==> src/sv/mf3_pkg.sv <==
// Shared pixel types and compare helpers for the 3x3 median filter.
package mf3_pkg;

   localparam int PIX_WIDTH = 8;
   localparam int WIN_SIDE  = 3;
   localparam int WIN_COUNT = WIN_SIDE * WIN_SIDE;

   typedef logic [PIX_WIDTH-1:0] pix_type;

   typedef pix_type [WIN_COUNT-1:0] win_type;

   typedef struct packed {
      pix_type lo;
      pix_type md;
      pix_type hi;
   } trio_type;

   typedef trio_type [WIN_SIDE-1:0] rows_type;

   typedef struct packed {
      pix_type lo_max;
      pix_type md_med;
      pix_type hi_min;
   } cand_type;

   function automatic trio_type sort3(pix_type a, pix_type b, pix_type c);
      pix_type  lo_ab;
      pix_type  hi_ab;
      trio_type t;
      lo_ab = (a < b) ? a : b;
      hi_ab = (a < b) ? b : a;
      t.lo  = (c < lo_ab) ? c : lo_ab;
      t.hi  = (c > hi_ab) ? c : hi_ab;
      t.md  = (c < lo_ab) ? lo_ab : ((c > hi_ab) ? hi_ab : c);
      return t;
   endfunction

   function automatic pix_type max3(pix_type a, pix_type b, pix_type c);
      pix_type m;
      m = (a > b) ? a : b;
      return (c > m) ? c : m;
   endfunction

   function automatic pix_type min3(pix_type a, pix_type b, pix_type c);
      pix_type m;
      m = (a < b) ? a : b;
      return (c < m) ? c : m;
   endfunction

   function automatic pix_type med3(pix_type a, pix_type b, pix_type c);
      pix_type lo_ab;
      pix_type hi_ab;
      pix_type lo_hc;
      lo_ab = (a < b) ? a : b;
      hi_ab = (a < b) ? b : a;
      lo_hc = (hi_ab < c) ? hi_ab : c;
      return (lo_ab > lo_hc) ? lo_ab : lo_hc;
   endfunction

endpackage

==> src/sv/mf3_med_pick.sv <==
// Third pipeline stage: take the median of the three candidates.
module mf3_med_pick
   import mf3_pkg::*;
(
   input  logic     clock,
   input  logic     reset,
   input  logic     in_valid,
   output logic     in_ready,
   input  cand_type in_cand,
   output logic     out_valid,
   input  logic     out_ready,
   output pix_type  out_pix
);

   logic    valid_ff;
   pix_type pix_ff;
   pix_type pix_in;

   assign in_ready = !valid_ff || out_ready;
   assign pix_in   = med3(in_cand.lo_max, in_cand.md_med, in_cand.hi_min);

   always_ff @(posedge clock) begin
      if (reset) begin
         valid_ff <= 1'b0;
      end else if (in_ready) begin
         valid_ff <= in_valid;
      end
   end

   always_ff @(posedge clock) begin
      if (in_ready && in_valid) begin
         pix_ff <= pix_in;
      end
   end

   assign out_valid = valid_ff;
   assign out_pix   = pix_ff;

endmodule

==> config.mk <==
export PLATFORM = sky130hd
export DESIGN_NAME = mf3_med_pick
export DESIGN_NICKNAME = d
export VERILOG_FILES = /design/src/sv/mf3_pkg.sv /design/src/sv/mf3_med_pick.sv
export SDC_FILE = /design/constraint.sdc
export NUM_CORES = 1
export LEC_CHECK = 0
export BUFFER_PORTS_ARGS = -buffer_cell sky130_fd_sc_hd__buf_2
export CORE_ASPECT_RATIO = 1.1
export CORE_UTILIZATION = 58
export CTS_CLUSTER_SIZE = 25
export DETAILED_ROUTE_END_ITERATION = 7
export GPL_TIMING_DRIVEN = 0
export PLACE_DENSITY = 0.84
export SLEW_MARGIN = 15
export SYNTH_ARGS = -nofsm -noshare
export SYNTH_HDL_FRONTEND = slang
export SYNTH_SLANG_ARGS = --single-unit
==> constraint.sdc <==
create_clock -name clock -period 13 [get_ports clock]
set_clock_uncertainty 0.2 [all_clocks]
set_input_delay 0.65 -clock clock [delete_from_list [all_inputs] [get_ports clock]]
set_output_delay 0.65 -clock clock [all_outputs]
set_load 0.02 [all_outputs]
==> load_flow_metrics.sql <==
INSERT INTO impl_metrics (metric_group, metric, value, unit) VALUES
('floorplanning', 'design.core.area', '2320', 'um^2'),
('timing', 'final_hold_violations', '0', ''),
('yosys', 'synth_top_family_by_area', 'compound AO/OA/AOI/OAI gates', ''),
('timing', 'finalSetupViolCount', '0', ''),
('critical_path', 'timing.critical_path.to_type', 'flip-flop', ''),
('critical_path', 'cp-endpoint', 'out_pix[7]', ''),
('cts', 'post_cts.repair.setup_buffers', '0', ''),
('placement', 'gp_congestion', '0.8801', ''),
('finish', 'fillCellCount', '189', ''),
('route', 'drt-total-wl', '4.287', 'mm'),
('placement', 'io_buffers', '37', ''),
('yosys', 'post_synth_and_or_nand_nor_area_fraction', '16.84', '%'),
('pwr', 'static_leakage', '0.8478', 'nW'),
('job', 'max_cap_viol_count', '0', ''),
('status', 'status', 'finished clean', ''),
('finish', 'drive_gt1_share', '26.89', '%'),
('yosys', 'synth_cell_type_count', '43', ''),
('route', 'vias', '1580', ''),
('yosys', 'netlist_instances', '171', ''),
('min_path', 'timing.hold.worst.class', 'flip-flop to flip-flop', ''),
('critical_path', 'cp.arrival', '7090', 'ps'),
('global_route', 'antenna_violations_before_repair', '0', ''),
('critical_path', 'timing.critical_path.required', '12740', 'ps'),
('pwr', 'ir_worst_vdd', '0.00008419', 'V'),
('cts', 'h-tree-depth', '1', ''),
('floorplanning', 'die-height', '54.69', 'um'),
('finish', 'flow.area_growth_from_synthesis', '17.01', '%'),
('route', 'drcViolationCount', '0', ''),
('cts', 'cts_made_buffers', '3', ''),
('critical_path', 'crit_path_max_fanout', '10', ''),
('critical_path', 'timing.critical_path.buf_inv', '4', ''),
('yosys', 'synth_adder_area_share', '18.80', '%'),
('yosys', 'most_area_consuming_cells_after_synthesis', 'ha_1 (19%), edfxtp_1 (16%), o21ai_0 (7.5%)', ''),
('yosys', 'yosys.area_share.xor_xnor', '0', '%'),
('cts', 'clockRootBuffer', 'clkbuf_4', ''),
('timing', 'min_period_over_period', '56.55', '%'),
('timing', 'fin_worst_hold_slack', '312.1', 'ps'),
('global_route', 'gr-usage-all-layers', '34.21', '%'),
('yosys', 'synth.net_count', '221', ''),
('route', 'drt_first_iter_violations', '106', ''),
('yosys', 'syn-mean-instance-area', '8.561', 'um^2'),
('timing', 'setup-tns-final', '0', 'ps'),
('cts', 'cts.repair.resized', '0', ''),
('cts', 'cts.sink_count', '9', ''),
('route', 'drt-wirelength-per-cell', '17.71', 'um'),
('critical_path', 'r2r.worst_path.cells', '2', ''),
('pwr', 'power_density_relative_to_cell_area', '128.7', 'nW/um^2'),
('finish', 'mostFrequentLayoutCell', 'buf_2', ''),
('global_route', 'largest_net_degree_at_the_start_of_global_routing', '11', ''),
('critical_path', 'timing.reg2reg.setup_slack', '11710', 'ps'),
('route', 'avgViaCountPerCell', '6.529', ''),
('placement', 'place.detailed.hpwl', '3.413', 'mm'),
('finish', 'design.final.nets', '263', ''),
('critical_path', 'critPathKind', 'primary input to flip-flop', ''),
('route', 'drtPass1Iterations', '7', ''),
('yosys', 'synth_sequential_area_ratio', '17.78', '%'),
('floorplanning', 'initial_utilization', '63.11', '%'),
('cts', 'cts_tree', 'done', ''),
('critical_path', 'timing.rr.start', 'out_valid', ''),
('floorplanning', 'die_area', '2729', 'um^2'),
('global_route', 'grt_pass1_vias', '1513', ''),
('cts', 'worst_setup_hold_path_clk_slew', '60', 'ps'),
('yosys', 'number_of_synthesized_register_bits', '9', ''),
('critical_path', 'worst_setup_path_start_kind', 'primary input', ''),
('critical_path', 'worst_path_dominant_cell_family', 'simple AND/OR/NAND/NOR gates', ''),
('yosys', 'yosysWarningCount', '0', ''),
('critical_path', 'terminus_of_the_critical_flop_to_flop_path', 'out_pix[6]', ''),
('global_route', 'grt_first_pass_wirelength', '6.900', 'mm'),
('finish', 'multi_input_area', '1090', 'um^2'),
('cts', 'max-clock-path-buffers', '2', ''),
('finish', 'leading_cell_types_in_the_layout_fill_and_taps_excluded', 'buf_2 (38), inv_1 (24), o21ai_0 (22), ha_1 (22), nand3_1 (14)', '');
## where the power goes
part / switching (mW) / total, mW / internal (mW)
registers: 0.00164 / 0.0452 / 0.0435
logic: 0.0942 / 0.153 / 0.0592
clock network: 0.0101 / 0.0219 / 0.0118
total: 0.106 / 0.221 / 0.115
## area by class of cell
cell class                 count  area share [%]
tap                           30           2.191
multi-input combinational    134           63.62
buffer                         4           1.388
clock buffer                   4           1.534
sequential                     9           15.19
inverter                      24           5.259
timing repair buffer          37           10.81
## synthesized netlist by cell type (all sizes together) (2+ instances only)
library cell,instances
inv,24
o21ai,23
ha,22
nand3,14
nand2,11
a21oi,8
edfxtp,8
mux2i,8
a222oi,7
a21o,5
o21a,4
and2,3
nand2b,3
nor2,3
a2111oi,2
buf,2
clkbuf,2
nor3,2
o211ai,2
o32ai,2
or3,2
## worst register-to-register path: cells and delay by family, from the launching register on
kind             cells  cell delay [ps]
AND/OR/NAND/NOR      2              450
flip-flops           1              310
## through the flow
stage               cell area, um^2  std cells  worst slack, ps  util, %
floorplan                      1464        171             6967        -
global placement               1687        238             5855    72.71
detailed placement             1687        238             5711    72.71
CTS                            1713        242             5890    73.84
global route                   1713        242             5318    73.84
finish                         1713        242             5648    73.84
## per-layer routing
layer | vias to the layer above | share of wire (%) | global-route usage (%)
li1 | 735 | - | -
met1 | 718 | 37 | 38.25
met2 | 99 | 51 | 63.51
met3 | 28 | 8.2 | 4.444
met4 | 0 | 3.7 | 19.52
met5 | - | 0 | 0
## registers in the layout (all words and copies together) (netlist names)
name and cells:
out_valid 1, out_pix 8
## how the worst min path moves through the flow
stage,startpoint,to,slack [ps],cells past startpoint
final,out_valid,out_valid,310,2
after CTS,out_valid,out_valid,310,2
after global placement,out_valid,out_valid,290,2
after floorplan,reset,out_valid,520,1
after global routing,reset,out_valid,350,2
after detailed placement,out_valid,out_valid,300,2
## cell families after synthesis
| logic type | Yosys count |
|---|---|
| flip-flops | 9 |
| multiplexers | 8 |
| adder cells (fa/ha/maj) | 22 |
| AND/OR/NAND/NOR | 43 |
| buffers and inverters | 28 |
| AO/OA/AOI/OAI | 61 |
(Power assumes the default switching activity.)
