[src/sv/mf3_pkg.sv]
// Shared pixel types and compare helpers for the 3x3 median filter.
package mf3_pkg;

   localparam int PIX_WIDTH = 8;
   localparam int WIN_SIDE  = 3;
   localparam int WIN_COUNT = WIN_SIDE * WIN_SIDE;

   typedef logic [PIX_WIDTH-1:0] pix_type;

   typedef pix_type [WIN_COUNT-1:0] win_type;

   typedef struct packed {
      pix_type lo;
      pix_type md;
      pix_type hi;
   } trio_type;

   typedef trio_type [WIN_SIDE-1:0] rows_type;

   typedef struct packed {
      pix_type lo_max;
      pix_type md_med;
      pix_type hi_min;
   } cand_type;

   function automatic trio_type sort3(pix_type a, pix_type b, pix_type c);
      pix_type  lo_ab;
      pix_type  hi_ab;
      trio_type t;
      lo_ab = (a < b) ? a : b;
      hi_ab = (a < b) ? b : a;
      t.lo  = (c < lo_ab) ? c : lo_ab;
      t.hi  = (c > hi_ab) ? c : hi_ab;
      t.md  = (c < lo_ab) ? lo_ab : ((c > hi_ab) ? hi_ab : c);
      return t;
   endfunction

   function automatic pix_type max3(pix_type a, pix_type b, pix_type c);
      pix_type m;
      m = (a > b) ? a : b;
      return (c > m) ? c : m;
   endfunction

   function automatic pix_type min3(pix_type a, pix_type b, pix_type c);
      pix_type m;
      m = (a < b) ? a : b;
      return (c < m) ? c : m;
   endfunction

   function automatic pix_type med3(pix_type a, pix_type b, pix_type c);
      pix_type lo_ab;
      pix_type hi_ab;
      pix_type lo_hc;
      lo_ab = (a < b) ? a : b;
      hi_ab = (a < b) ? b : a;
      lo_hc = (hi_ab < c) ? hi_ab : c;
      return (lo_ab > lo_hc) ? lo_ab : lo_hc;
   endfunction

endpackage

[src/sv/mf3_col_merge.sv]
// Second pipeline stage: reduce the sorted rows to three median candidates.
module mf3_col_merge
   import mf3_pkg::*;
(
   input  logic     clock,
   input  logic     reset,
   input  logic     in_valid,
   output logic     in_ready,
   input  rows_type in_rows,
   output logic     out_valid,
   input  logic     out_ready,
   output cand_type out_cand
);

   logic     valid_ff;
   cand_type cand_ff;
   cand_type cand_in;

   assign in_ready = !valid_ff || out_ready;

   always_comb begin
      cand_in.lo_max = max3(in_rows[0].lo, in_rows[1].lo, in_rows[2].lo);
      cand_in.md_med = med3(in_rows[0].md, in_rows[1].md, in_rows[2].md);
      cand_in.hi_min = min3(in_rows[0].hi, in_rows[1].hi, in_rows[2].hi);
   end

   always_ff @(posedge clock) begin
      if (reset) begin
         valid_ff <= 1'b0;
      end else if (in_ready) begin
         valid_ff <= in_valid;
      end
   end

   always_ff @(posedge clock) begin
      if (in_ready && in_valid) begin
         cand_ff <= cand_in;
      end
   end

   assign out_valid = valid_ff;
   assign out_cand  = cand_ff;

endmodule

[config.mk]
export PLATFORM = sky130hd
export DESIGN_NAME = mf3_col_merge
export DESIGN_NICKNAME = d
export VERILOG_FILES = /design/src/sv/mf3_pkg.sv /design/src/sv/mf3_col_merge.sv
export SDC_FILE = /design/constraint.sdc
export NUM_CORES = 1
export LEC_CHECK = 0
export BUFFER_PORTS_ARGS = -buffer_cell sky130_fd_sc_hd__buf_4
export CORE_AREA = 2 2 77 79
export DETAILED_ROUTE_END_ITERATION = 12
export DIE_AREA = 0 0 79 81
export PLACE_DENSITY = 0.94
export SLEW_MARGIN = 30
export SYNTH_ARGS = -nofsm -noshare
export SYNTH_HDL_FRONTEND = slang
export SYNTH_SLANG_ARGS = --single-unit
[constraint.sdc]
create_clock -name clock -period 14.7 [get_ports clock]
set_input_delay 1.47 -clock clock [delete_from_list [all_inputs] [get_ports clock]]
set_output_delay 1.47 -clock clock [all_outputs]
set_load 0.05 [all_outputs]
==> results of run 1 <==
==> kinds of logic after synthesis <==
logic type / count (synthesis)
and+or+nand+nor: 73
buffers and inverters: 56
DFF: 25
muxes: 34
AOI/OAI and AO/OA: 94
adders and majority gates: 52
==> synth_stat cells, drive strengths merged, types with 3 or more instances <==
cell / instances
a21o: 9
o221a: 7
ha: 52
nand2: 30
mux2: 3
nand4: 4
nand2b: 5
o21a: 7
mux2i: 31
and3: 5
nor2: 10
a211oi: 6
inv: 50
or2b: 7
edfxtp: 24
and2: 3
nand3: 3
o21ai: 38
a21oi: 15
buf: 5
nor2b: 3
o211ai: 3
==> routing by layer <==
metal  share of wire, %  up-vias
li1                   -     1416
met1                 40     1307
met2                 53      101
met3                5.4       16
met4                1.8        0
met5                  0        -
==> registers in the layout, indices dropped and copies added, names as in the netlist <==
| register | cells |
|---|---|
| out_valid | 1 |
| out_cand | 24 |
==> how the worst max path moves through the flow <==
stage,slack (ns),to
global route,7.86,out_cand[15]
floorplan,8.65,out_cand[10]
detailed placement,7.95,out_cand[15]
CTS,8.27,out_cand[15]
finish,8.24,out_cand[15]
global placement,8.16,out_cand[11]
==> worst max-delay path, stage by stage <==
cell and delay [ns]:
buf_4 0.11, inv_1 0.09, ha_1 0.24, a21o_1 0.18, a211oi_1 0.32, o21ai_2 0.14, and2_4 0.26, o21ai_0 0.27
ha_1 0.30, a211oi_1 0.31, nand2_1 0.14, nor2_1 0.26, a31oi_4 0.23, o21ai_0 0.29, ha_1 0.29, o21a_1 0.17
o21ai_0 0.17, a31oi_1 0.10, o21ai_2 0.25, mux2i_1 0.48, or2b_1 0.28, o221a_1 0.12
==> area by class of cell <==
type	count	area [µm²]	area share (%)
sequential	25	741	19.2
timing repair buffer	103	771	20.0
inverter	50	188	4.86
clock inverter	1	7.51	0.195
clock buffer	3	41.3	1.07
multi-input combinational	253	2020	52.3
tap	75	93.8	2.43
==> power breakdown <==
group | internal, W | switching [W] | total [W] | leakage [nW]
clock network | 0.0000192 | 0.0000239 | 0.0000431 | 0.0217
logic | 0.0000937 | 0.000137 | 0.000230 | 1.74
registers | 0.0000957 | 0.00000303 | 0.0000987 | 0.239
==> stage by stage <==
stage / util, % / std cells / hold slack [ns]
after global placement: 67.0 / 505 / 0.511
after global routing: 68.0 / 510 / 0.567
after floorplan: - / 334 / 1.11
after CTS: 67.9 / 509 / 0.544
final: 68.0 / 510 / 0.536
after detailed placement: 67.0 / 505 / 0.527
==> layout by cell type (no fill, tap or decap), drive strengths merged, types with 2 or more instances in the layout <==
master,Yosys,routed
buf,5,102
ha,52,52
inv,50,50
o21ai,38,38
mux2i,31,31
nand2,30,30
edfxtp,24,24
a21oi,15,15
nor2,10,10
a21o,9,9
o21a,7,7
or2b,7,7
o221a,7,7
a211oi,6,6
nand2b,5,5
and3,5,5
nand4,4,4
clkbuf,1,4
nand3,3,3
nor2b,3,3
o211ai,3,3
mux2,3,3
and2,3,3
a31oi,2,2
==> metrics.md, run 1 <==
| Metric | Value |
|---|---|
| Asr flop ratio synth | 0% |
| ANT nets after route | 0 |
| Tcrit/Tclk final | 44.0% |
| Mux contribution to synthesized area | 11.5% |
| Met3 Use GR | 3.33% |
| Top cell type's share of synthesized area | between 20% and 30% |
| CP Max Fanout | 21 |
| Synth area leader | edfxtp_1 |
| GR Overflow Total | 0 |
| Critical path class | primary input to register |
| DRC Markers | 0 |
| Gr busiest metal | met2 |
| Largest net degree at the start of global routing | 25 |
| Rel. slew slack | between 50% and 60% |
| Die ar. | 6400 µm² |
| Sequential fraction of the synthesis area | 24.8% |
| Max Slew Vio Count | 0 |
| Worst reg2reg startpoint | out_valid |
| #FFs+latches synth | 25 |
| F_max | 155 MHz |
| Reg2Reg Setup Slack | 13.37 ns |
| # diodes | 0 |
| Compound-Gate Fraction of Synth Area | a little over a fifth |
| YS warnings | 0 |
| Final net count | 564 |
| Vias per cell | 5.57 |
| Chip height | 81 µm |
| Resize count post-CTS | 0 |
| Post-synth EDFFs | 24 |
| Area Growth Syn to Fin | 29.1% |
| Initial Util | 52.6% |
| DP Area | 3800 µm² |
| Io pins | around 100 |
| FF-to-FF End | out_cand[18] |
| Synth Net Count | 462 |
| Post-DP HPWL | 6.75 mm |
| Grt met1 use | 27.3% |
| Min cycle time layout | roughly 6.5 ns |
| Hold EP | out_valid |
| GP Congestion | a little over 0.9 |
| Clk sinks | 25 |
| Post-Syn Instances | roughly 330 |
| Port-buffer cells | between 100 and 150 |
| Syn Area/Cell | 8.95 µm² |
| Top cells by area, synth | edfxtp_1 24%, ha_1 22%, mux2i_1 10%, inv_1 6.3%, o21ai_0 5.0% |
| Reg2reg path depth | 2 |
| # setup viols final | 0 |
| Core area | 5680 µm² |
| Hold path cells | 2 |
| Worst Tran Pin Value | between 0.7 and 0.8 ns |
| Clk root buf | clkbuf_8 |
| Status | finished, final reports clean |
| Num CTS Buffers | 3 |
| CP startpoint kind | primary input |
| Worst skew pair latency | 0.28 ns |
| Post-synthesis xor/xnor area fraction | 0% |
| Synth Area in Simple Gates | 12.6% |
| Final instance area | 3860 µm² |
| Crit end category | register |
| Worst EP required | 14.73 ns |
| Clk_skew | 0.00975 ns |
| First-pass GRT wire length | approximately 12 mm |
| Worst setup path start | in_rows[38] |
| RSZ-0062 raised after global routing | no |
| Min-delay worst type | register to register |
| WL per Instance | 15.6 µm |
| Met2 Use GR | between 40 and 50% |
| Fin worst setup slack | 8.24 ns |
| Clock Path Buffers | 2 |
| Leakage power | between 1.5 and 2 nW |
| Max VDD drop | 0.0000533 V |
| PD cells | 96.5 nW/µm² |
| Post-Route WL | between 7 and 8 mm |
| Post-CTS Setup Bufs | 0 |
| Antenna violations before repair | 0 |
| Max-cap viol count | 0 |
| DR pass1 iterations | 5 |
| Final Hold Vio Count | 0 |
| Min-Delay Startpoint | out_valid |
| CP arrival | 6.49 ns |
| DR iter-0 viols | 126 |
| Worst-path clk slew | 0.10 ns |
| H-tree depth | 1 |
| Layout cells sized above 1 | 27.6% |
| CTS tree | built |
| Synth cell types | 46 |
| Hold-fix buffers at CTS | 0 |
| Post-Syn Area | 2990 µm² |
| Vias in the first global route | about 2800 |
| GR Util All Layers | between 20% and 30% |
| # fillers | ~460 |
| Placement row count | 28 |
| Synth Area in Adders | 21.8% |
| Largest family of logic cells by synthesized area | adder cells |
| Post-synth top flop | edfxtp_1 |
| Die width | 79 µm |
| Routed vias | 2840 |
| Setup TNS | 0 ns |
| Pre-CTS setup slack | slightly below 8 ns |
| Overall Power | 0.000372 W |
Note: power is estimated with default switching activity, not from simulation.
==> run 2: changes to the inputs <==
- CORE_AREA: 2 2 77 79 -> 2 2 79 81
- DIE_AREA: 0 0 79 81 -> 0 0 81 83
- PLACE_DENSITY: 0.94 -> 0.9
- clock period: 14.7 -> 6.1 ns (I/O delays scaled with it)
==> run 2 against run 1 <==
Sequential share of layout area about the same. Total power increased by 140%. Clock skew decreased by 0.0074 ns. Register-to-register slack got worse by 8.6 ns. Final cell count decreased by 0.20%. Largest power group unchanged. Non-clock buffer count decreased by 1. Sequential power increased by 140%.
==> metrics.md, run 2 (synthesis results as in run 1) <==
| Metric | Value |
|---|---|
| Status | finished, final reports clean |
| First-pass GRT wire length | 13.0 mm (+4.7%) |
| Post-CTS Setup Bufs | 0 (unchanged) |
| Worst Tran Pin Value | 0.616 ns (-0.108 ns) |
| Rel. slew slack | 58.9% (+7.2 points) |
| Most frequent cells in the layout | 102 x buf_4, 52 x ha_1, 50 x inv_1 |
| Worst EP required | 6.13 ns (-8.60 ns) |
| # diodes | 0 (unchanged) |
| Initial Util | 51.4% (-1.3 points) |
| Antenna violations before repair | 0 (unchanged) |
| RSZ-0062 raised after global routing | no |
| CTS tree | built |
| Post-DP HPWL | 6.64 mm (-1.6%) |
| Port-buffer cells | 101 (unchanged) |
| Num CTS Buffers | 3 (unchanged) |
| Core area | 5820 µm² (+2.5%) |
| Clock Path Buffers | 2 (unchanged) |
| Crit end category | register |
| Reg2reg path depth | 2 (unchanged) |
| Final hold slack | 0.480 ns (-0.0554 ns) |
| CP Max Fanout | 21 (unchanged) |
| Chip height | 83 µm (+2.5%) |
| Tcrit/Tclk final | 92.4% |
| WL per Instance | 15.6 µm (+0.15%) |
| Met3 Use GR | 2.83% (-0.51 points) |
| Leakage power | 2.00 nW (-0.20%) |
| Largest net degree at the start of global routing | 25 (unchanged) |
| Layout cells sized above 1 | 27.4% (-0.17 points) |
| Worst reg2reg startpoint | out_valid |
| GP Congestion | 0.917 (-0.52%) |
| Final net count | 563 (-0.18%) |
| Post-Route WL | 7.95 mm (about the same) |
| DP Area | 3800 µm² (unchanged) |
| Critical path class | primary input to register |
| PD cells | 233 nW/µm² (+140%) |
| Placement row count | 28 (unchanged) |
| Die width | 81 µm (+2.5%) |
| Max-cap viol count | 0 (unchanged) |
| GR Overflow Total | 0 (unchanged) |
| Routed vias | 2869 (+1.0%) |
| Vias in the first global route | 2991 (+7.2%) |
| Min-delay worst type | primary input to register |
| Max Slew Vio Count | 0 (unchanged) |
| DRC Markers | 0 (unchanged) |
| H-tree depth | 1 (unchanged) |
| Finished Core Util | 66.3% (-1.7 points) |
| Final Hold Vio Count | 0 (unchanged) |
| Vias per cell | 5.64 (+1.2%) |
| Met2 Use GR | 44.9% (-1.9 points) |
| Non-Filler Instances | 509 (-0.20%) |
| Leading cell type in the layout, fill and taps excluded | buf_4 |
| Largest register FFs | 24 (unchanged) |
| Gr busiest metal | met2 |
| Worst setup path start | in_rows[38] |
| Worst-path clk slew | 0.10 ns (about the same) |
| Placed cells | 505 (unchanged) |
| Resize count post-CTS | 0 (unchanged) |
| GR Util All Layers | 23.8% (-0.33 points) |
| ANT nets after route | 0 (unchanged) |
| Final instance area | 3850 µm² (-0.13%) |
| FF-to-FF End | out_cand[1] |
| # setup viols final | 0 (unchanged) |
| Reg2Reg Setup Slack | 4.76 ns (-8.61 ns) |
| F_max | 177 MHz |
| DR pass1 iterations | 7 (+2) |
| Clk_skew | 0.00238 ns (-0.00738 ns) |
| Io pins | 102 (unchanged) |
| Die ar. | 6720 µm² (+5.1%) |
| Area Growth Syn to Fin | 29.0% |
| Min cycle time layout | 5.64 ns |
| CP arrival | 5.67 ns (-0.82 ns) |
| Setup TNS | 0 ns (unchanged) |
| DR iter-0 viols | 119 (-5.6%) |
| Critical path destination | out_cand[15] |
| # fillers | 484 (+5.0%) |
| Hold-fix buffers at CTS | 0 (unchanged) |
| Grt met1 use | 27.7% (+0.38 points) |
| Worst skew pair latency | 0.27 ns (about the same) |
| Max VDD drop | 0.000150 V (+180%) |
| CP startpoint kind | primary input |
| Clk root buf | clkbuf_8 |
| Clk sinks | 25 (unchanged) |
[run 2: cell types whose count changed in the layout (fill, tap and decap cells not counted)]
cell	before	now
clkbuf_2	1	0
[run 2: worst max-delay path, stage by stage]
cell and delay [ns]:
buf_4 0.11, inv_1 0.08, ha_1 0.25, a21o_1 0.18
a211oi_1 0.31, o21ai_2 0.15, and2_4 0.26, o21ai_0 0.25
ha_1 0.29, a211oi_1 0.34, nand2_1 0.15, nor2_1 0.22
a31oi_4 0.22, o21ai_0 0.29, ha_1 0.31, a21o_1 0.19
a22oi_1 0.14, a31oi_1 0.16, o21ai_2 0.26, mux2i_1 0.52
or2b_1 0.28, o221a_1 0.12
[run 2: worst min-delay path by stage]
stage / startpoint / endpoint / slack [ns] / cells past startpoint
floorplan: reset / out_valid / 0.68 / 1
global placement: out_valid / out_valid / 0.50 / 2
detailed placement: out_valid / out_valid / 0.53 / 2
CTS: reset / out_valid / 0.48 / 2
global route: reset / out_valid / 0.47 / 2
finish: reset / out_valid / 0.48 / 2
[run 2: per-layer routing]
layer	up-vias	wire [µm]
met2	121	4100
met1	1324	3170
met3	12	567
li1	1412	-
met5	-	0
met4	0	112
[run 2: final cells by class]
cell class	count	area (µm²)	share of cell area [%]
multi-input combinational	253	2020	52.3
clock inverter	1	7.51	0.195
inverter	50	188	4.87
tap	75	93.8	2.44
clock buffer	3	41.3	1.07
sequential	25	741	19.2
timing repair buffer	102	766	19.9
[run 2: through the flow]
step | power, W | setup WS, ns
final | 0.000899 | 0.461
after global routing | 0.000960 | 0.112
after CTS | 0.000896 | 0.520
after detailed placement | 0.000791 | 0.224
after global placement | 0.000773 | 0.404
after floorplan | 0.000634 | 0.907
[run 2: power breakdown]
part           leakage (nW)  total, W  switching [W]  internal (W)
logic                  1.73  0.000555       0.000330      0.000225
clock network        0.0217  0.000105      0.0000589     0.0000463
registers             0.239  0.000239     0.00000807      0.000231
==> run 3: changes to the inputs <==
- ABC_CLOCK_PERIOD_IN_PS: not set -> 6650
- CORE_AREA: 2 2 79 81 -> 2 2 77 79
- DIE_AREA: 0 0 81 83 -> 0 0 79 81
- PLACE_DENSITY: 0.9 -> 0.94
- clock period: 6.1 -> 6.65 ns (I/O delays scaled with it)
==> run 3 against run 2 <==
Wire length down 3.3%. Clock skew is 0.0014 ns higher. Total power decreased by 8.7%. Final cell count unchanged. Sequential cell count did not move. Sequential share of layout area is the same. Non-clock buffer count unchanged. Worst setup slack better by 0.56 ns. Die area shrank 4.8%. Design area stayed put. Clock power down 8%. Global-route usage shrank 0.099 points. Largest power group unchanged.
==> metrics.md, run 3 (synthesis results as in run 1) <==
| Metric | Value |
|---|---|
| Area Growth Syn to Fin | 29.0% (unchanged) |
| Non-Filler Instances | 509 (unchanged) |
| Max VDD drop | 0.000104 V (-30%) |
| CP top delay family | compound AO/OA/AOI/OAI gates |
| Pre-CTS setup slack | 0.733 ns (+0.510 ns) |
| F_max | 178 MHz |
| Num CTS Buffers | 3 (unchanged) |
| CP arrival | 5.66 ns (about the same) |
| GP Congestion | 0.917 (unchanged) |
| # setup viols final | 0 (unchanged) |
| Clk sinks | 25 (unchanged) |
| Post-DP HPWL | 6.55 mm (-1.4%) |
| Hold-fix buffers at CTS | 0 (unchanged) |
| RSZ-0062 raised after global routing | no |
| Resize count post-CTS | 0 (unchanged) |
| Routed vias | 2823 (-1.6%) |
| GR Util All Layers | 23.7% (-0.099 points) |
| Post-CTS Setup Bufs | 0 (unchanged) |
| GR Overflow Total | 0 (unchanged) |
| Port-buffer cells | 101 (unchanged) |
| Die width | 79 µm (-2.5%) |
| Crit end category | register |
| Final net count | 563 (unchanged) |
| Fin worst setup slack | 1.02 ns (+0.558 ns) |
| PD cells | 213 nW/µm² (-8.7%) |
| Worst reg2reg startpoint | out_valid |
| Worst Tran Pin Value | 0.937 ns (+0.321 ns) |
| CP startpoint kind | primary input |
| Rel. slew slack | 37.5% (-21 points) |
| Crit-path slowest cell | mux2i_1 |
| Core area | 5680 µm² (-2.4%) |
| Reg2reg path depth | 2 (unchanged) |
| Worst skew pair latency | 0.27 ns (about the same) |
| Largest stage delay, worst path | 0.48 ns (-0.04 ns) |
| Clock Path Buffers | 2 (unchanged) |
| Max Slew Vio Count | 0 (unchanged) |
| Post-Route WL | 7.69 mm (-3.3%) |
| Hold path cells | 2 (unchanged) |
| Worst-path clk slew | 0.10 ns (about the same) |
| Clk_skew | 0.00374 ns (+0.00137 ns) |
| Leading cell type in the layout, fill and taps excluded | buf_4 |
| Layout cells sized above 1 | 27.4% (unchanged) |
| DRC Markers | 0 (unchanged) |
| Chip height | 81 µm (-2.4%) |
| Cell breakdown of the critical path | buf_4 -> inv_1 -> ha_1 -> a21o_1 -> a211oi_1 -> o21ai_2 -> and2_4 -> nand2_1 -> o21ai_0 -> ha_1 -> a211oi_1 -> o21bai_1 -> nor2_1 -> a31oi_4 -> o21ai_0 -> ha_1 -> a21o_1 -> a22oi_1 -> a31oi_1 -> o21ai_2 -> mux2i_1 -> or2b_1 -> o221a_1 |
| Largest register FFs | 24 (unchanged) |
| Initial Util | 52.6% (+1.3 points) |
| Most frequent CP cell | ha_1 |
| Hold EP | out_valid |
| Reg2Reg Setup Slack | 5.29 ns (+0.53 ns) |
| First-pass GRT wire length | 12.2 mm (-5.9%) |
| Vias per cell | 5.55 (-1.6%) |
| Clk root buf | clkbuf_8 |
| Max-cap viol count | 0 (unchanged) |
| Final Hold Vio Count | 0 (unchanged) |
| H-tree depth | 1 (unchanged) |
| CP Max Fanout | 21 (unchanged) |
| # diodes | 0 (unchanged) |
| DR pass1 iterations | 4 (-3) |
| ANT nets after route | 0 (unchanged) |
| WL per Instance | 15.1 µm (-3.3%) |
| Finished Core Util | 67.9% (+1.6 points) |
| Placed cells | 505 (unchanged) |
| Critical path class | primary input to register |
| Status | finished, final reports clean |
| Antenna violations before repair | 0 (unchanged) |
| Largest net degree at the start of global routing | 25 (unchanged) |
| Setup TNS | 0 ns (unchanged) |
| WP buf/inv | 2 (unchanged) |
| CTS tree | built |
| Worst EP required | 6.68 ns (+0.55 ns) |
| Die ar. | 6400 µm² (-4.8%) |
| Placement row count | 28 (unchanged) |
| Leakage power | 2.00 nW (unchanged) |
| Io pins | 102 (unchanged) |
| Min-Delay Startpoint | reset |
| Final hold slack | 0.552 ns (+0.0715 ns) |
| FF-to-FF End | out_cand[12] |
| Min-delay worst type | primary input to register |
| Most frequent cells in the layout | 102 x buf_4, 52 x ha_1, 50 x inv_1 |
| DR iter-0 viols | 91 (-24%) |
| Tcrit/Tclk final | 84.7% |
| Min cycle time layout | between 5 and 6 ns |
| Vias in the first global route | 2765 (-7.6%) |
## run 3: cell counts in the layout (fill, tap and decap cells not counted)
No cell type changed its count.
## run 3: worst register-to-register path, stage by stage, from the launching register on
cell	delay (ns)
dfxtp_1	0.33
nand2b_1	0.12
and2_2	0.55
## run 3: area by class of cell
cell class | instances | area [µm²]
flip-flops and latches | 25 | 741
fillers | 464 | 1820
multi-input cells | 253 | 2020
clock inverters | 1 | 7.51
inverters | 50 | 188
clock buffers | 3 | 41.3
well taps | 75 | 93.8
repair buffers | 102 | 766
## run 3: metrics by stage
| step | cell area, µm² | total power (W) |
|---|---|---|
| finish | 3850 | 0.000820 |
| global placement | 3800 | 0.000706 |
| detailed placement | 3800 | 0.000725 |
| CTS | 3850 | 0.000819 |
| floorplan | 2990 | 0.000581 |
| global route | 3850 | 0.000875 |
## run 3: worst max-delay path by stage
stage | slack, ns | cells after the start | to | startpoint
after detailed placement | 0.73 | 23 | out_cand[15] | in_rows[38]
final | 1.02 | 23 | out_cand[15] | in_rows[38]
after floorplan | 1.40 | 26 | out_cand[10] | in_rows[38]
after CTS | 1.02 | 23 | out_cand[15] | in_rows[38]
after global placement | 0.92 | 23 | out_cand[14] | in_rows[38]
after global routing | 0.70 | 22 | out_cand[15] | in_rows[38]
## run 3: where the power goes
part	switching, W	internal (W)	total [W]	leakage, nW
combinational	0.000299	0.000207	0.000506	1.73
clock	0.0000537	0.0000425	0.0000962	0.0217
sequential	0.00000684	0.000211	0.000218	0.239
total	0.000360	0.000461	0.000820	2.00
## run 3: per-layer routing
| layer | global-route usage [%] | share of wire, % | up-vias |
|---|---|---|---|
| met1 | 28.4 | 41 | 1297 |
| li1 | - | - | 1417 |
| met2 | 45.3 | 52 | 97 |
| met3 | 2.44 | 5.2 | 12 |
| met5 | 0 | 0 | - |
| met4 | 6.21 | 1.3 | 0 |
