### src/sv/mf3_pkg.sv
// Shared pixel types and compare helpers for the 3x3 median filter.
package mf3_pkg;

   localparam int PIX_WIDTH = 8;
   localparam int WIN_SIDE  = 3;
   localparam int WIN_COUNT = WIN_SIDE * WIN_SIDE;

   typedef logic [PIX_WIDTH-1:0] pix_type;

   typedef pix_type [WIN_COUNT-1:0] win_type;

   typedef struct packed {
      pix_type lo;
      pix_type md;
      pix_type hi;
   } trio_type;

   typedef trio_type [WIN_SIDE-1:0] rows_type;

   typedef struct packed {
      pix_type lo_max;
      pix_type md_med;
      pix_type hi_min;
   } cand_type;

   function automatic trio_type sort3(pix_type a, pix_type b, pix_type c);
      pix_type  lo_ab;
      pix_type  hi_ab;
      trio_type t;
      lo_ab = (a < b) ? a : b;
      hi_ab = (a < b) ? b : a;
      t.lo  = (c < lo_ab) ? c : lo_ab;
      t.hi  = (c > hi_ab) ? c : hi_ab;
      t.md  = (c < lo_ab) ? lo_ab : ((c > hi_ab) ? hi_ab : c);
      return t;
   endfunction

   function automatic pix_type max3(pix_type a, pix_type b, pix_type c);
      pix_type m;
      m = (a > b) ? a : b;
      return (c > m) ? c : m;
   endfunction

   function automatic pix_type min3(pix_type a, pix_type b, pix_type c);
      pix_type m;
      m = (a < b) ? a : b;
      return (c < m) ? c : m;
   endfunction

   function automatic pix_type med3(pix_type a, pix_type b, pix_type c);
      pix_type lo_ab;
      pix_type hi_ab;
      pix_type lo_hc;
      lo_ab = (a < b) ? a : b;
      hi_ab = (a < b) ? b : a;
      lo_hc = (hi_ab < c) ? hi_ab : c;
      return (lo_ab > lo_hc) ? lo_ab : lo_hc;
   endfunction

endpackage

### src/sv/mf3_row_sort.sv
// First pipeline stage: sort each window row into low, middle and high.
module mf3_row_sort
   import mf3_pkg::*;
(
   input  logic     clock,
   input  logic     reset,
   input  logic     in_valid,
   output logic     in_ready,
   input  win_type  in_win,
   output logic     out_valid,
   input  logic     out_ready,
   output rows_type out_rows
);

   logic     valid_ff;
   rows_type rows_ff;
   rows_type rows_in;

   assign in_ready = !valid_ff || out_ready;

   always_comb begin
      rows_in[0] = sort3(in_win[0], in_win[1], in_win[2]);
      rows_in[1] = sort3(in_win[3], in_win[4], in_win[5]);
      rows_in[2] = sort3(in_win[6], in_win[7], in_win[8]);
   end

   always_ff @(posedge clock) begin
      if (reset) begin
         valid_ff <= 1'b0;
      end else if (in_ready) begin
         valid_ff <= in_valid;
      end
   end

   always_ff @(posedge clock) begin
      if (in_ready && in_valid) begin
         rows_ff <= rows_in;
      end
   end

   assign out_valid = valid_ff;
   assign out_rows  = rows_ff;

endmodule

### config.mk
export PLATFORM = sky130hd
export DESIGN_NAME = mf3_row_sort
export DESIGN_NICKNAME = d
export VERILOG_FILES = /design/src/sv/mf3_pkg.sv /design/src/sv/mf3_row_sort.sv
export SDC_FILE = /design/constraint.sdc
export NUM_CORES = 1
export LEC_CHECK = 0
export BUFFER_PORTS_ARGS = -buffer_cell sky130_fd_sc_hd__clkbuf_2
export CAP_MARGIN = 20
export CORE_MARGIN = 10
export CORE_UTILIZATION = 45
export CTS_CLUSTER_SIZE = 12
export DETAILED_ROUTE_END_ITERATION = 10
export PLACE_DENSITY = 0.73
export SYNTH_ARGS = -nofsm -noshare
export SYNTH_HDL_FRONTEND = slang
export SYNTH_SLANG_ARGS = --single-unit
### constraint.sdc
create_clock -name clock -period 6.59 [get_ports clock]
set_input_delay 1.318 -clock clock [delete_from_list [all_inputs] [get_ports clock]]
set_output_delay 1.318 -clock clock [all_outputs]
set_load 0.02 [all_outputs]
==> results.txt, run 1 <==
* Reg-to-reg endpoint: out_rows[17]
* Buffer count from post-CTS setup fixing: 0
* Detailed-routing iteration count for the pre-antenna-repair pass: 4
- Routability Congestion: 0.935
- In this run the mean area of a mapped cell was 10.6 sq um.
- After detailed placement, the total cell area comes to 0.00665 sq mm.
* Count of cell types in the netlist: 53
- Static timing analysis puts the maximum clock frequency at 0.191 GHz.
- After detailed routing, the average wire length per cell comes to 17.6 microns.
- For hold timing, the worst endpoint is out_valid.
- Initial antenna violation count: 0
- Clock period minus worst slack: 5.24 ns
- Setup slack of the critical path after layout: 1.35 ns
* Fraction of synthesized cell area taken by the top area cell type: 0.375
- Measured against its own limit, the worst slew margin works out to 0.377.
- Post-synthesis cell type with the largest combined area: sky130_fd_sc_hd__edfxtp_1
- Top-Level Pins: 150
- LEAKAGE: 3.22 nW
* Net Count, Synth: 689
- # DRC: 0
* Clock transition at the register clock pins on the worst setup and hold paths after CTS: 0.06 ns
- Overall die height: 133 microns
- Ratio of total power to cell area: 266 mW/mm^2
- Total wire length: 15400 microns
* Worst hold slack across all endpoints: 0.543 ns
* Vias: 4862
* Clock share of power: 0.262
* Overall power consumption: 1.85 mW
- Min-Delay Path Depth: 2
- Antenna cells: 0
* Initial cell density of the core: 0.459
* Sinks on the clock net: 73
- Iter 0 DRT Violations: 338
- Sw Pwr: 648 uW
- The total overflow left after global routing is 0.
* Cell count after synthesis: 547
- Setup TNS: 0 ns
- The setup check on the worst reg-to-reg path leaves a slack of 4.98 ns.
- Die span in x: 133 microns
- The share of total power dissipated in combinational logic is 0.395.
* Launching element type of the critical path: input port
- Hold repair after CTS inserted 0 buffers.
* Ratio of cells with drive above 1 in the final layout: 0.335
- RSZ-0062 raised after global routing: false
- Fraction of registers with async set/reset: 0
- Portion of total power attributed to sequential cells: 0.343
- The worst setup path is captured at a flop.
- The worst setup path is of the input port to flop kind.
- The mapped netlist covers 0.00577 sq mm.
* Worst voltage drop across the vdd grid: 0.143 mV
* Share of synthesized area occupied by flip-flops and latches: 0.378
- The first global-routing pass estimated 25000 microns of wire.
- The floorplan has 41 rows.
- Signal arrival time at the worst endpoint: 5.32 ns
* R2R cell count: 2
- Of all nets on the critical path, the largest fanout is 15.
* Area growth from synthesis to final layout: 20.3%
- After the last flow step, the layout net total stands at 835.
* Prevailing post-synth register cell: sky130_fd_sc_hd__edfxtp_1
* Register bit total from synthesis: 73
- Yosys attributes the largest share of cell area to sky130_fd_sc_hd__edfxtp_1, sky130_fd_sc_hd__ha_1, sky130_fd_sc_hd__mux2_2, sky130_fd_sc_hd__mux2i_1, sky130_fd_sc_hd__a21oi_1.
- Placed wire-length estimate: 12500 microns
- Clock tree root driver cell: sky130_fd_sc_hd__clkbuf_16
- In this run the most critical hold path is launched from out_valid.
- Actual transition at the worst max-transition pin: 0.934 ns
* Count of nets left with antenna violations after detail routing: 0
* Switching part of the total: 0.351
* Max-slew violation total from the final report: 0
- The floorplan step defined a die boundary enclosing 0.0178 sq mm.
- Input and output buffers added on the ports amount to 149.
* # H-tree levels: 3
- The path class of the tightest hold or removal check is flop to flop.
- Status: complete, no violations
- The tool flagged a number of max-cap violations equal to 0.
- Final std cell area, no fill: 0.00694 sq mm
- Post-cts sizing count: 0
- TritonCTS created 9 clock buffers.
* Source-to-sink clock delay at the later pin of the worst-skew pair: 0.33 ns
* Final critical-path share of the clock period: 0.795
- In this run, synthesis inferred 72 flip-flops with an integrated enable.
- The clock arrives with 0.00879 ns of skew.
- Count of endpoints failing setup in the final report: 0
- OpenSTA, run right after detailed placement, puts the worst setup slack at 1.01 ns.
- At the worst endpoint, the required time is 6.67 ns.
- The worst register-to-register path begins at out_valid.
- During synthesis, Yosys emitted a total of 0 warnings.
- In the routed layout, each cell is associated on average with a via count of 5.59.
- For this run, the total global-route usage over all layers was measured as 0.169.
- Internal power summed over all cells: 1.20 mW
- The core region is 0.0126 sq mm.
* Clock buffer depth: 2
- TritonCTS built the clock tree.
- Fin. Hold Viols: 0
- The via count of the first global-routing pass is 5121.
- Largest net degree at the start of global routing: 73
## cell families (layout without fill, tap and decap cells)
family,after synthesis,count (layout),synth area share
buf+inv,75,226,0.0570
flops,73,73,0.378
fa+ha+maj,66,66,0.143
compound gates,135,135,0.153
simple gates,109,109,0.0975
mux,89,89,0.172
## metrics by stage
step           utilization  instances
2_1_floorplan            -        547
3_3_place_gp         0.529        854
3_5_place_dp         0.529        854
4_1_cts              0.553        870
5_1_grt              0.553        870
6_report             0.553        870
## cell usage after synthesis, types with 3 or more instances
master / number
sky130_fd_sc_hd__edfxtp_1: 72
sky130_fd_sc_hd__ha_1: 66
sky130_fd_sc_hd__inv_1: 59
sky130_fd_sc_hd__a21oi_1: 54
sky130_fd_sc_hd__mux2_2: 44
sky130_fd_sc_hd__mux2i_1: 35
sky130_fd_sc_hd__nor2_1: 28
sky130_fd_sc_hd__nand3_1: 26
sky130_fd_sc_hd__and2_1: 19
sky130_fd_sc_hd__o21ai_0: 16
sky130_fd_sc_hd__a31oi_1: 15
sky130_fd_sc_hd__o211ai_1: 13
sky130_fd_sc_hd__nand2_1: 11
sky130_fd_sc_hd__mux2_4: 9
sky130_fd_sc_hd__a21o_1: 8
sky130_fd_sc_hd__o21a_1: 7
sky130_fd_sc_hd__clkbuf_1: 6
sky130_fd_sc_hd__nand2b_1: 5
sky130_fd_sc_hd__nand4_1: 5
sky130_fd_sc_hd__buf_2: 4
sky130_fd_sc_hd__and4_1: 3
sky130_fd_sc_hd__buf_4: 3
sky130_fd_sc_hd__o211a_1: 3
sky130_fd_sc_hd__or4_1: 3
## layout by cell type (no fill, tap or decap), types with 2 or more instances in the layout
master,instances
sky130_fd_sc_hd__clkbuf_16,9
sky130_fd_sc_hd__inv_1,59
sky130_fd_sc_hd__clkbuf_2,149
sky130_fd_sc_hd__a21oi_1,53
sky130_fd_sc_hd__o21a_1,7
sky130_fd_sc_hd__and2_1,18
sky130_fd_sc_hd__o211a_1,3
sky130_fd_sc_hd__nand2b_1,5
sky130_fd_sc_hd__edfxtp_1,72
sky130_fd_sc_hd__and4_1,3
sky130_fd_sc_hd__ha_1,66
sky130_fd_sc_hd__nand2_2,2
sky130_fd_sc_hd__and2_0,2
sky130_fd_sc_hd__buf_4,2
sky130_fd_sc_hd__mux2i_1,35
sky130_fd_sc_hd__nand2_1,11
sky130_fd_sc_hd__and3_1,2
sky130_fd_sc_hd__clkinvlp_4,2
sky130_fd_sc_hd__a21o_1,8
sky130_fd_sc_hd__nand4_1,5
sky130_fd_sc_hd__or4_1,3
sky130_fd_sc_hd__nor2_1,28
sky130_fd_sc_hd__mux2_2,44
sky130_fd_sc_hd__mux2_4,9
sky130_fd_sc_hd__o21ai_0,16
sky130_fd_sc_hd__a21oi_2,2
sky130_fd_sc_hd__a31oi_1,15
sky130_fd_sc_hd__nand3_1,26
sky130_fd_sc_hd__o211ai_1,13
## flip-flops by register name (all words and copies together), names as in the netlist
signal and flops:
out_valid 1, out_rows 72
## worst max-delay path by stage
stage                    start      endpoint  slack (ns)  cells past startpoint
floorplan           in_win[39]  out_rows[43]        1.59                     14
global placement    in_win[62]  out_rows[65]        1.11                     16
detailed placement  in_win[37]  out_rows[46]        1.01                     13
CTS                 in_win[37]  out_rows[38]        1.39                     13
global route        in_win[14]   out_rows[0]        1.03                     14
finish              in_win[62]  out_rows[63]        1.35                     16
## routing by layer
metal,track usage,part of all wire,up-vias
met5,0,0,-
met4,0.0586,0.017,0
met3,0.0511,0.072,24
met2,0.295,0.50,175
met1,0.191,0.41,2301
li1,-,-,2362
## critical path, cell delays in order
cell and delay (ns):
sky130_fd_sc_hd__clkbuf_2 0.10, sky130_fd_sc_hd__inv_1 0.04, sky130_fd_sc_hd__ha_1 0.28, sky130_fd_sc_hd__a21o_2 0.23
sky130_fd_sc_hd__a21oi_2 0.37, sky130_fd_sc_hd__nand2_2 0.24, sky130_fd_sc_hd__nand2_2 0.25, sky130_fd_sc_hd__mux2_2 0.41
sky130_fd_sc_hd__inv_1 0.07, sky130_fd_sc_hd__ha_1 0.15, sky130_fd_sc_hd__and4_1 0.24, sky130_fd_sc_hd__a21oi_1 0.09
sky130_fd_sc_hd__and3_2 0.22, sky130_fd_sc_hd__nand3_1 0.10, sky130_fd_sc_hd__o311a_1 0.77, sky130_fd_sc_hd__mux2_2 0.43
## area by class of cell
type                            count  area (sq um)
Tap cell                          172           215
Multi-Input combinational cell    399          3270
Timing Repair Buffer              151           761
Clock inverter                      6          67.6
Clock buffer                       10           229
Inverter                           59           221
Sequential cell                    73          2180
Fill cell                        1095          5620
## power groups by stage
stage          combinational [mW]  sequential (mW)  clock [mW]
6_report                    0.729            0.634       0.484
5_1_grt                     0.801            0.640       0.515
4_1_cts                     0.728            0.636       0.496
3_5_place_dp                0.723            0.645           0
3_3_place_gp                0.702            0.644           0
2_1_floorplan               0.438            0.729           0
Note: power is estimated with default switching activity, not from simulation.
==> run 2, diff against run 1 <==
PLACE_DENSITY = 0.75   (was 0.73)
clock period = 4.7 ns   (was 6.59 ns; I/O delays follow)
==> run 2 against run 1 <==
Effect of this change: die area unchanged; non-clock buffer count grew 19; sequential cell count unchanged; power increased by 42%; sequential power grew 40%; first-iteration DRC count is 5.0% lower.
==> results.txt, run 2 (synthesis results as in run 1) <==
* Detail-routed via count per cell: 5.57 (-0.41%)
* Hold_sp: out_valid
- The die span in y came to 133 microns (unchanged).
- Start-to-end type of the worst setup path: input port to flop
- The initial DRC count was 321 (-5.0%).
- The number of rows created at floorplan is 41 (unchanged).
* Signal arrival time at the worst endpoint: 4.63 ns (-0.69 ns)
- Source-to-sink clock delay at the later pin of the worst-skew pair: 0.33 ns (about the same)
* Clock period minus worst slack: 4.54 ns
- Launching element type of the critical path: input port
- The final antenna-violating net count was 0 (unchanged).
- Commonest cells after routing, fill and taps aside: sky130_fd_sc_hd__clkbuf_2, sky130_fd_sc_hd__edfxtp_1, sky130_fd_sc_hd__ha_1
* Area taken by flip-flops and latches: 0.00218 sq mm (unchanged)
- RSZ-0062 raised after global routing: false
- The number of remaining DRC errors is 0 (unchanged).
* Fillcell total: 1064 (-2.8%)
* Die span in x: 133 microns (unchanged)
* Max-slew violation total from the final report: 0 (unchanged)
- The maximum ir drop on the vdd rail is 0.218 mV (+52%).
* Peak fanout along the critical path: 9 (-6)
- Buffer count from post-CTS setup fixing: 0 (unchanged)
- Port buffer count: 149 (unchanged)
* Total wire length: 15400 microns (+0.63%)
- Initial cell density of the core: 0.459 (unchanged)
- Fin. Hold Viols: 0 (unchanged)
* Initial antenna violation count: 0 (unchanged)
- The final cell area excluding filler cells came to 0.00708 sq mm (+1.9%).
- Cell class contributing the biggest share of worst-path delay: compound AO/OA/AOI/OAI gates
* Critical path origin: in_win[57]
- The worst setup timing slack at the placement stage was -0.134 ns (-1.15 ns).
* RR Startpoint: out_valid
- The largest individual stage delay along the critical path comes from the cell sky130_fd_sc_hd__a2111o_1.
* Ratio of total power to cell area: 370 mW/mm^2 (+39%)
* Buf+Inv Stages, Crit Path: 4 (+1)
- Clock tree root driver cell: sky130_fd_sc_hd__clkbuf_16
* Clock tree from TritonCTS: done
- The clock sink total was 73 (unchanged).
- The final worst setup slack is 0.157 ns (-1.19 ns).
- Worst stage delay on the critical path: 0.41 ns (-0.36 ns)
- The standard cell area after detailed placement came to 0.00679 sq mm (+2.1%).
* Largest register FFs: 72 (unchanged)
- STA classifies the critical path endpoint as a flop.
- The clock-pin transition on the worst setup and hold timing paths is 0.06 ns (about the same).
- Post-detailed-route wirelength per cell: 17.4 microns (-1.5%)
* Number of global-route vias before repair: 5234 (+2.2%)
* Type of the tightest min-delay check: flop to flop
- Final critical-path share of the clock period: 0.967
- Layout net count: 854 (+2.3%)
- Overall power consumption: 2.62 mW (+42%)
* Ordered cell list for the critical path: clkbuf_2, inv_1, ha_1, a2111o_1, a211o_2, nand2_2, mux2_2, inv_1, ha_1, and3_1, o21ai_0, and3_2, nand3_1, o311a_1, buf_4, mux2_4
- The final weighted congestion in routability-driven placement came to 0.937 (+0.24%).
- The total number of vias came to 4948 (+1.8%).
- The worst hold margin was 0.536 ns (-0.00711 ns).
- Compared with the post-synthesis result, the final layout area differs by 22.6%.
- The reported max-cap violation count was 0 (unchanged).
* # H-tree levels: 3 (unchanged)
- The worst setup skew after layout was 0.00753 ns (-0.00126 ns).
- The share of cells above drive strength 1 was 0.353 (+0.0176).
- Total global routing track utilization: 0.171 (+0.00222)
* Status: complete, no violations
* Leading cell type in the layout, fill and taps excluded: sky130_fd_sc_hd__clkbuf_2
- The number of top-level pins was 150 (unchanged).
* Antenna cells: 0 (unchanged)
* Combined area of the multi-input logic cells: 0.00327 sq mm (unchanged)
* Die area: 0.0178 sq mm (unchanged)
- Count of endpoints failing setup in the final report: 0 (unchanged)
* Placed wire-length estimate: 12500 microns (+0.43%)
* Clock buffer depth: 2 (unchanged)
* Actual transition at the worst max-transition pin: 0.932 ns (-0.00164 ns)
* Total congestion overflow after global routing: 0 (unchanged)
* Clock buffers created by TritonCTS: 9 (unchanged)
- The remaining max-slew budget at the tightest pin came to 0.378 (+0.00109).
- Achievable Freq: 0.220 GHz
* Core Area: 0.0126 sq mm (unchanged)
- Largest net degree at the start of global routing: 73 (unchanged)
* Detailed-routing iteration count for the pre-antenna-repair pass: 5 (+1)
- The global-route wire length before repair came to 25300 microns (+1.3%).
* CP required: 4.78 ns (-1.89 ns)
- LEAKAGE: 3.31 nW (+2.7%)
run 2: timing repair:
action                                  in CTS  in global routing
gates resized for setup                      0                  1
endpoints found under the setup margin       0                  1
hold buffers                                 0                  0
run 2: per-stage QoR:
stage / util / cells / TNS (ns)
4_1_cts: 0.563 / 889 / 0
6_report: 0.563 / 889 / 0
3_5_place_dp: 0.540 / 873 / -2.14
2_1_floorplan: - / 547 / 0
5_1_grt: 0.563 / 889 / 0
3_3_place_gp: 0.540 / 873 / -0.357
run 2: final timing paths:
kind | cells past startpoint | slack, ns | to
worst max register to register | 2 | 3.10 | out_rows[61]
worst min register to register | 2 | 0.54 | out_valid
worst min-delay path | 2 | 0.54 | out_valid
worst max-delay path | 16 | 0.16 | out_rows[57]
run 2: where the power goes:
part           internal, mW  total, mW  switching, mW
Combinational         0.443       1.06          0.619
Sequential            0.860      0.889         0.0292
Clock                 0.410      0.670          0.260
Total                  1.71       2.62          0.908
run 2: worst register-to-register path: stages, from the launching register on:
cell	delay [ns]
sky130_fd_sc_hd__dfxtp_1	0.31
sky130_fd_sc_hd__nand2b_1	0.11
sky130_fd_sc_hd__and2_4	0.78
run 2: layout make-up:
type	instances	area share
sequential	73	0.308
multi-input combinational	399	0.462
clock inverter	5	0.00795
clock buffer	11	0.0329
tap	172	0.0304
timing repair buffer	170	0.128
inverter	59	0.0313
run 2: per-layer routing:
layer | GRT usage | part of all wire | up-vias
met5 | 0 | 0 | -
met4 | 0.0871 | 0.035 | 0
met3 | 0.0519 | 0.076 | 42
met2 | 0.292 | 0.48 | 198
met1 | 0.189 | 0.41 | 2320
li1 | - | - | 2388
==> run 3, diff against run 2 <==
PLACE_DENSITY = 0.73   (was 0.75)
==> run 3 against run 2 <==
Effect of this change: combinational power about the same; final area up 0.41%; first-iteration DRC count shrank 11%; register-to-register slack is essentially flat; non-clock buffer count rose by 1; core utilization rose by 0.23 points; largest cell class unchanged; critical path depth stayed put.
==> results.txt, run 3 (synthesis results as in run 1) <==
- The core utilization of the finished layout is 0.566 (+0.00229).
* Total global routing track utilization: 0.171 (-0.000658)
- Largest net degree at the start of global routing: 73 (unchanged)
* Ratio of total power to cell area: 376 mW/mm^2 (+1.7%)
- The peak clock frequency supported by timing came to 0.221 GHz (+0.24%).
* Buf+Inv Stages, Crit Path: 4 (unchanged)
- The worst setup timing slack at the placement stage is -0.153 ns (-0.0185 ns).
- The later-pin clock latency in the skew report was 0.33 ns (about the same).
* Worst hold slack across all endpoints: 0.539 ns (+0.00344 ns)
- The overall power of the completed layout was 2.68 mW (+2.1%).
- Cell Count, Final, Fillers Out: 889 (unchanged)
- Setup TNS: 0 ns (unchanged)
- Number of global-route vias before repair: 5287 (+1.0%)
- STA classifies the critical path endpoint as a flop.
* Final critical-path share of the clock period: 0.964 (-0.00236)
* Start-to-end type of the worst setup path: input port to flop
* Routability Congestion: 0.942 (+0.51%)
- The clock sink total was 73 (unchanged).
* Post-cts sizing count: 0 (unchanged)
* Met1 layer usage reported by global route: 0.187 (-0.00168)
* Initial cell density of the core: 0.459 (unchanged)
- The global-route congestion overflow total is 0 (unchanged).
- The final critical delay including setup and external delays is 4.53 ns (-0.0111 ns).
* Reg-to-reg setup timing slack: 3.10 ns (about the same)
- RSZ-0062 raised after global routing: false
- Worst voltage drop across the vdd grid: 0.161 mV (-26%)
- The worst setup skew after layout was 0.00731 ns (-0.000217 ns).
- The share of cells above drive strength 1 is 0.353 (unchanged).
- Layout net count: 855 (+0.12%)
- Peak-usage layer in the global routing report: met2
- The global-route wire length before repair came to 25500 microns (+0.54%).
* Signal arrival time at the worst endpoint: 4.61 ns (-0.02 ns)
- The largest individual stage delay along the critical path comes from the cell sky130_fd_sc_hd__a2111o_1.
- The number of vias per cell was 5.55 (-0.24%).
- The total number of vias was 4936 (-0.24%).
* Final std cell area, no fill: 0.00711 sq mm (+0.41%)
* Cell class contributing the biggest share of worst-path delay: compound AO/OA/AOI/OAI gates
- Clock transition at the register clock pins on the worst setup and hold paths after CTS: 0.06 ns (about the same)
* Post-CTS Hold Buffers: 0 (unchanged)
- The startpoint identified for the worst register-to-register timing path is out_valid.
* Core Area: 0.0126 sq mm (unchanged)
* Detailed-routing iteration count for the pre-antenna-repair pass: 5 (unchanged)
- Port buffer count: 149 (unchanged)
- Antenna cells: 0 (unchanged)
- Count of endpoints failing setup in the final report: 0 (unchanged)
- Dpl cell area: 0.00680 sq mm (+0.11%)
- The total CTS buffers came to 9 (unchanged).
* Setup slack of the critical path after layout: 0.168 ns (+0.0111 ns)
- Clock tree from TritonCTS: done
- End point of the critical path: out_rows[58]
- Critical path depth: 16 (unchanged)
- Ordered cell list for the critical path: clkbuf_2, inv_1, ha_1, a2111o_1, a211o_2, nand2_2, mux2_2, inv_1, ha_1, and3_1, o21ai_0, and3_2, nand3_1, o311a_1, buf_4, mux2_4
- The area growth from synthesis to layout is 23.1%.
- The post-CTS setup-driven buffer insertion count is 0 (unchanged).
- Overall die height: 133 microns (unchanged)
- # DRC: 0 (unchanged)
* Leading cell type in the layout, fill and taps excluded: sky130_fd_sc_hd__clkbuf_2
- The remaining max-slew budget at the tightest pin was 0.371 (-0.00691).
- The initial DRC count is 286 (-11%).
* Max-slew violation total from the final report: 0 (unchanged)
- The level count of the clock H-tree was 3 (unchanged).
* Actual transition at the worst max-transition pin: 0.943 ns (+0.0104 ns)
* Count of nets left with antenna violations after detail routing: 0 (unchanged)
- Critical path origin: in_win[57]
- Die area: 0.0178 sq mm (unchanged)
* Placed wire-length estimate: 12600 microns (+0.47%)
* Largest register FFs: 72 (unchanged)
* Fin. Hold Viols: 0 (unchanged)
- The fraction of met3 tracks used by global routing was 0.0425 (-0.00940).
- The worst register-to-register path ends at out_rows[51].
* Type of the tightest min-delay check: flop to flop
- The reported leakage power is 3.33 nW (+0.56%).
- Max-cap viol count: 0 (unchanged)
- The initial antenna violation count is 0 (unchanged).
- The number of top-level pins was 150 (unchanged).
- The die outline width came to 133 microns (unchanged).
* Worst stage delay on the critical path: 0.42 ns (about the same)
* Met2 Track Usage GR: 0.308 (+0.0157)
* Total wire length: 15500 microns (+0.63%)
- The number of rows created at floorplan is 41 (unchanged).
* Cell Count Post-Placement: 874 (+0.11%)
* Clock tree root driver cell: sky130_fd_sc_hd__clkbuf_16
* CP required: 4.78 ns (about the same)
* Commonest cells after routing, fill and taps aside: sky130_fd_sc_hd__clkbuf_2, sky130_fd_sc_hd__edfxtp_1, sky130_fd_sc_hd__ha_1
- Launching element type of the critical path: input port
- The run finished with clean final reports.
- Clock buffer depth: 2 (unchanged)
* R2R cell count: 2 (unchanged)
- Post-detailed-route wirelength per cell: 17.5 microns (+0.63%)
* Peak fanout along the critical path: 9 (unchanged)
run 3: tightest hold or removal path, stage by stage, from the launching register on:
cell                       delay, ns
sky130_fd_sc_hd__dfxtp_1        0.31
sky130_fd_sc_hd__nand2b_1       0.11
sky130_fd_sc_hd__a21oi_1        0.08
run 3: worst min path at each step:
stage,end,cells after the start,from
6_report,out_valid,2,out_valid
5_1_grt,out_valid,2,out_valid
2_1_floorplan,out_valid,2,out_valid
4_1_cts,out_valid,2,out_valid
3_5_place_dp,out_valid,2,out_valid
3_3_place_gp,out_valid,2,out_valid
run 3: cell type report:
class | count | area, sq um
fillers | 1081 | 5460
multi-input cells | 399 | 3270
flip-flops and latches | 73 | 2180
repair buffers | 171 | 911
clock buffers | 10 | 229
inverters | 59 | 221
well taps | 172 | 215
clock inverters | 5 | 81.3
run 3: per-layer routing:
| metal | share of wire | routed length [microns] |
|---|---|---|
| met3 | 0.068 | 1060 |
| met1 | 0.41 | 6350 |
| met2 | 0.50 | 7830 |
| met5 | 0 | 0 |
| met4 | 0.020 | 304 |
run 3: where the power goes:
group / total, mW / leakage (nW) / internal, mW / switching [mW]
combinational: 1.07 / 2.47 / 0.446 / 0.625
clock: 0.719 / 0.149 / 0.461 / 0.257
sequential: 0.887 / 0.703 / 0.860 / 0.0272
total: 2.68 / 3.33 / 1.77 / 0.909
